--- src/design/sxfb_pkg.sv ---
`default_nettype none

package sxfb_pkg;

   localparam int SCREEN_ROWS    = 32;
   localparam int SCREEN_COLUMNS = 64;

   // Address of one display row, and a sum wide enough to hold start row plus offset
   // without wrapping past any screen height in range.
   localparam int ROW_AW    = $clog2(SCREEN_ROWS);
   localparam int ROW_SUM_W = 7;

   localparam int KIND_W    = 2;
   localparam int COLUMN_W  = 6;
   localparam int ROW_W     = 5;
   localparam int OFFSET_W  = 4;
   localparam int SPRITE_W  = 8;
   localparam int PIXELS_W  = 64;

   localparam logic [KIND_W-1:0] KIND_DRAW  = 2'd0;
   localparam logic [KIND_W-1:0] KIND_CLEAR = 2'd1;
   localparam logic [KIND_W-1:0] KIND_READ  = 2'd2;

   localparam logic RSP_COLLISION = 1'b0;
   localparam logic RSP_ROW       = 1'b1;

   typedef logic [SCREEN_COLUMNS-1:0] row_word_type;

   // One cycle's command to the row store.
   typedef struct packed {
      logic                  wr_en;
      logic                  clear;
      logic [ROW_AW-1:0]     addr;
      row_word_type          data;
   } store_cmd_type;

   // Places the sprite byte at its start column, MSB leftmost; bits past the
   // right edge land in the top bits of the wide word and are dropped.
   function automatic row_word_type sprite_pattern(input logic [SPRITE_W-1:0] bits,
                                                   input logic [COLUMN_W-1:0] column);
      logic [SPRITE_W-1:0]                rev;
      logic [SCREEN_COLUMNS+SPRITE_W-1:0] wide;
      for (int i = 0; i < SPRITE_W; i++) begin
         rev[i] = bits[SPRITE_W-1-i];
      end
      wide = {{SCREEN_COLUMNS{1'b0}}, rev} << column;
      return wide[SCREEN_COLUMNS-1:0];
   endfunction

endpackage

`default_nettype wire

--- src/design/sxfb_row_store.sv ---
`default_nettype none

module sxfb_row_store import sxfb_pkg::*; (
   input  wire logic          clock,
   input  wire logic          reset,
   input  wire logic          rd_en,
   input  wire logic [ROW_AW-1:0] rd_addr,
   output row_word_type       rd_data,
   input  wire store_cmd_type cmd
);

   row_word_type             mem_ff [SCREEN_ROWS];
   logic [SCREEN_ROWS-1:0]   row_valid_ff;
   logic [SCREEN_ROWS-1:0]   row_valid_in;
   row_word_type             rd_word_ff;
   logic                     rd_valid_ff;

   // A row that is not marked valid reads as all pixels off, so reset and the
   // clear item only drop the valid bits.
   always_comb begin
      row_valid_in = row_valid_ff;
      if (cmd.clear) begin
         row_valid_in = '0;
      end else if (cmd.wr_en) begin
         row_valid_in[cmd.addr] = 1'b1;
      end
   end

   always_ff @(posedge clock) begin
      if (reset) begin
         row_valid_ff <= '0;
      end else begin
         row_valid_ff <= row_valid_in;
      end
   end

   always_ff @(posedge clock) begin
      if (cmd.wr_en) begin
         mem_ff[cmd.addr] <= cmd.data;
      end
   end

   always_ff @(posedge clock) begin
      if (rd_en) begin
         rd_word_ff  <= mem_ff[rd_addr];
         rd_valid_ff <= row_valid_ff[rd_addr];
      end
   end

   assign rd_data = rd_valid_ff ? rd_word_ff : '0;

endmodule

`default_nettype wire
--- config.mk ---
export PLATFORM = sky130hd
export DESIGN_NAME = sxfb_row_store
export DESIGN_NICKNAME = d
export VERILOG_FILES = /design/src/design/sxfb_pkg.sv /design/src/design/sxfb_row_store.sv
export SDC_FILE = /design/constraint.sdc
export NUM_CORES = 2
export LEC_CHECK = 0
export BUFFER_PORTS_ARGS = -buffer_cell sky130_fd_sc_hd__buf_4
export CAP_MARGIN = 10
export CORE_MARGIN = 2
export CORE_UTILIZATION = 42
export DETAILED_ROUTE_END_ITERATION = 12
export GPL_TIMING_DRIVEN = 0
export PLACE_DENSITY = 0.56
export SLEW_MARGIN = 0
export SYNTH_ARGS = -nofsm -noshare
export SYNTH_HDL_FRONTEND = slang
export SYNTH_SLANG_ARGS = --single-unit
--- constraint.sdc ---
create_clock -name clock -period 9.53 [get_ports clock]
set_input_delay 1.906 -clock clock [delete_from_list [all_inputs] [get_ports clock]]
set_output_delay 1.906 -clock clock [all_outputs]
set_load 0.05 [all_outputs]
; After elaboration in Yosys (flattened, before gate mapping)
; Memory sizes are Yosys's and may differ from the RTL's. A register that Yosys moved wholly into a read port is not among the register bits.
; Index checks and enable logic that the tools add are counted.
[op_classes]
order_cmp = 3
n_mux = 7
bitwise_logic = 1
reduce_logical = 2
[ops]
columns = cell, n
row1 = $mux W64, 1
row2 = $or A32 B32 Y32, 1
row3 = $lt A5 B6 Y1 const B, 2
row4 = $bmux W1 S5, 1
row5 = $demux W1 S5, 1
row6 = $ge A5 B1 Y1 const B, 1
row7 = $mux W1, 4
row8 = $reduce_or A2 Y1, 1
row9 = $logic_and A1 B1 Y1, 1
[word_totals]
register_bits = 33
ramBits = 2048
input_bits = 79
n_memories = 1
[mem_list]
columns = name, words, width, rd, rd_ports_with_merged_regs, write_ports, line_no
row1 = mem_ff, 32, 64, 1, 1, 1, sxfb_row_store.sv:12  ; row_word_type mem_ff [SCREEN_ROWS];

; Depth between registers and ports, before layout
[logic_depth]
word_depth = 5
mapped_depth = 9
mapped_depth_nobuf = 4

; Worst setup path before layout
; Ideal clock, no wire load.
[synth_path]
path_type = input to register
from = input port cmd[64] (netlist bit)
to = memory mem_ff[12][0] (netlist bit) (enable)
setup_ns = 0.488
arrival_ns = 5.273
path_slack_ns = 3.769
path_stages = 3
path_cell_list = or3b_2 -> clkbuf_1 -> nor2_1
[synth_rtl]
columns = element, line_no
row1 = start: declaration, sxfb_row_store.sv:9  ; input wire store_cmd_type cmd
row2 = end: declaration, sxfb_row_store.sv:12
; No word-level cell before the write port.

; Worst setup path after layout
[layout_path]
from = register rd_valid_ff
to = output port rd_data[42]
[layout_via]
elab_chain_cells = 1
[layout_lines]
columns = element, line_no
row1 = start: declaration, sxfb_row_store.sv:16  ; logic rd_valid_ff;
row2 = start signal: assignment, sxfb_row_store.sv:46  ; rd_valid_ff <= row_valid_ff[rd_addr];
row3 = $mux W64, sxfb_row_store.sv:50  ; assign rd_data = rd_valid_ff ? rd_word_ff : '0;
row4 = end: declaration, sxfb_row_store.sv:8  ; output row_word_type rd_data,
; No other way between the ends.

==> qor.csv <==
stage,metric,value,unit
global_route,met2 Resource Use GR,39.9,%
timing,Setup-failing EPs final,0,
routing,Total Wirelength,235,mm
cells_and_area,Final #Nets,4476,
logic_synthesis,Unique masters post-synth,30,
global_route,GR peak layer,met2,
power,Comb power frac,5.6,%
worst_setup_path,crit path kind,reg -> out,
timing,unrepaired setup endpoints after global routing,no,
power,Internal Power,0.0154,W
clock_network,clock slew at reported path FFs,60,ps
power,switching part of the total power,22.3,%
cells_and_area,Layout Area Growth over Synthesis,16.4,%
clock_network,# hold bufs at CTS,0,
timing,"Slew Viols, Final",0,
power,Lkg Pwr,31.1,nW
global_route,GR Overflow Total,0,
power,Sequential Power Share,53.2,%
worst_setup_path,CP Capture Type,output pin,
cells_and_area,register area,64100,um2
cells_and_area,share of cells above drive strength 1,20.4,%
floorplanning,Rows,161,
global_route,initial antenna violation count,13,
timing,Final Cycle Share,53.6,%
cells_and_area,Multi-input gate area,16500,um2
clock_network,clk sink count,2145,
worst_setup_path,startpoint types,flip-flop,
floorplanning,Core Area,193000,um2
floorplanning,Die Footprint,197000,um2
power,Switching Power,0.00442,W
logic_synthesis,Synthesized Nets,4017,
worst_setup_path,largest fanout on the critical path,10,
placement,Placer Congestion,0.770,
clock_network,CTS root buffer,clkbuf_16,
logic_synthesis,"Cell Area, Synth",81500,um2
timing,final setup skew,35.8,ps
floorplanning,Die Ht,444,um
clock_network,CTS tree,done,
routing,Vias/cell,5.84,
routing,DRC viols,0,
status,status,completed,
cells_and_area,filler instances,15655,
worst_setup_path,CP arrival,3200,ps
routing,total number of vias,41485,
hold_path,Hold Path Depth,1,
routing,DRT iter0 DRCs,4471,
placement,Final HPWL DP,156,mm
timing,Setup TNS,0,ps
clock_network,Clock Path Buffers,3,
timing,"Hold Vio Cnt, Final",0,
logic_synthesis,Synthesis Warnings,0,
logic_synthesis,flop and latch count out of synthesis,2145,
global_route,met3 usage,3.50,%
clock_network,Worst-Skew Late Latency,870,ps
floorplanning,Initial Util,42.3,%
global_route,largest net degree at the start of global routing,36,
routing,Detailed Routing Iterations Pass 1,5,
timing,worst rel slew slack,11.1,%
clock_network,post-cts resize count,0,
timing,Least-Margin Pin Slew,1330,ps
floorplanning,io pins,143,
timing,hold_ws,465,ps
timing,fmax,0.196,GHz
placement,Setup WS pre-CTS,3790,ps
power,Pwr Density,209,nW/um2
logic_synthesis,post-synthesis cell count,3938,
routing,Routed WL per cell,33.0,um
worst_setup_path,R2R depth,4,
routing,post-route ant nets,0,
placement,number of port buffers,138,
global_route,met1 Use GR,31.7,%
global_route,first-pass GRT wire length,326,mm
hold_path,Hold Crit Class,reg -> reg,
power,Clk pwr share,41.2,%
clock_network,Post-CTS Setup Bufs,0,
logic_synthesis,Syn Area/Cell,20.7,um2
timing,Setup WS post-layout,4430,ps
timing,Tmin final,5100,ps
global_route,vias in the first global route,41464,
power,worst-case vdd ir drop,174,uV
clock_network,CTS buffer count,218,
logic_synthesis,post-synthesis sequential area ratio,78.7,%
clock_network,H-Tree Depth,4,
floorplanning,Die Wd,444,um
job,Max Cap Viol,0,
global_route,GRT Total Usage,23.6,%
worst_setup_path,CP Data Required Time,7620,ps
## synthesized netlist by cell type
library cell	instances	share of area (%)
dfxtp_1	32	0.79
clkbuf_4	2	0.018
buf_1	18	0.083
or3_1	1	0.0077
nand2_1	14	0.065
and2_1	72	0.55
nand3_1	125	0.77
buf_6	9	0.12
nor2_1	42	0.19
nor3b_2	1	0.015
and3b_1	2	0.022
buf_4	25	0.23
a22o_1	41	0.44
nand2b_1	2	0.015
nor2b_1	17	0.13
a31oi_1	44	0.34
a22oi_1	333	3.1
buf_2	75	0.46
mux2i_1	520	6.4
edfxtp_1	2113	78
a21oi_1	9	0.055
or3b_2	3	0.032
and3_1	2	0.015
a32oi_1	4	0.043
mux4_2	260	7.2
o21a_1	32	0.29
nand4_1	31	0.24
nand3b_1	5	0.046
clkbuf_1	101	0.47
nor3_1	3	0.018
## sequential cells by signal, summed over array words and instances, names as in the netlist
name	count
mem_ff	2048
rd_word_ff	64
row_valid_ff	32
rd_valid_ff	1
## path summary, 6_finish.rpt
path	start	to	slack [ps]
max	rd_valid_ff	rd_data[42]	4430
min	row_valid_ff[17]	row_valid_ff[17]	460
max reg2reg	mem_ff[15][13]	rd_word_ff[13]	7290
min reg2reg	row_valid_ff[17]	row_valid_ff[17]	460
## cell families after synthesis
| family | count (synthesis) | synth area share (%) |
|---|---|---|
| muxes | 780 | 13.6 |
| buffers and inverters | 230 | 1.38 |
| and+or+nand+nor | 320 | 2.12 |
| AOI/OAI and AO/OA | 463 | 4.24 |
| DFF | 2145 | 78.7 |
## critical path, cell delays in order, from the launching register on
cell and delay [ps]:
edfxtp_1 320, clkbuf_1 420, clkbuf_1 960, and2_1 390, buf_4 250
## final cells by class
class | instances | share of cell area, %
diodes | 4 | 0.0106
plain buffers | 230 | 1.20
clock buffers | 275 | 6.03
clock inverters | 122 | 1.09
multi-input cells | 1563 | 17.4
flip-flops and latches | 2145 | 67.6
well taps | 2526 | 3.33
repair buffers | 239 | 3.34
## stage by stage
| stage | instances | power [W] | instance area [um2] | util [%] |
|---|---|---|---|---|
| 4_1_cts | 7100 | 0.0199 | 94800 | 49.2 |
| 2_1_floorplan | 3938 | 0.0113 | 81500 | - |
| 6_report | 7104 | 0.0198 | 94800 | 49.2 |
| 5_1_grt | 7101 | 0.0203 | 94800 | 49.2 |
| 3_3_place_gp | 6602 | 0.0118 | 85700 | 44.5 |
| 3_5_place_dp | 6703 | 0.0119 | 88000 | 45.7 |
## layout by cell type, fill, tap and decap left out, drive strengths merged, types with 3 or more instances in the layout
cell type	instances
a32oi	4
nand3	125
inv	8
a22oi	333
dfxtp	32
buf	366
mux4	260
mux2i	520
a22o	41
nor2b	17
bufinv	10
o21a	32
a21oi	9
a31oi	44
or3b	3
nand3b	5
nand2	14
nor2	42
clkinvlp	4
clkbuf	378
and2	72
edfxtp	2113
nor3	3
diode	4
nand4	31
clkinv	100
## layer usage
layer	vias up	wire, um
li1	17338	-
met1	22196	95400
met2	1624	117000
met3	323	14600
met4	4	7020
met5	-	27
## power by group through the flow
| stage | sequential, W | combinational [W] | clock [W] |
|---|---|---|---|
| global placement | 0.0107 | 0.00107 | 0 |
| global route | 0.0105 | 0.00117 | 0.00864 |
| CTS | 0.0105 | 0.00112 | 0.00827 |
| floorplan | 0.0107 | 0.000566 | 0 |
| finish | 0.0105 | 0.00111 | 0.00815 |
| detailed placement | 0.0107 | 0.00112 | 0 |
(Power assumes the default switching activity.)
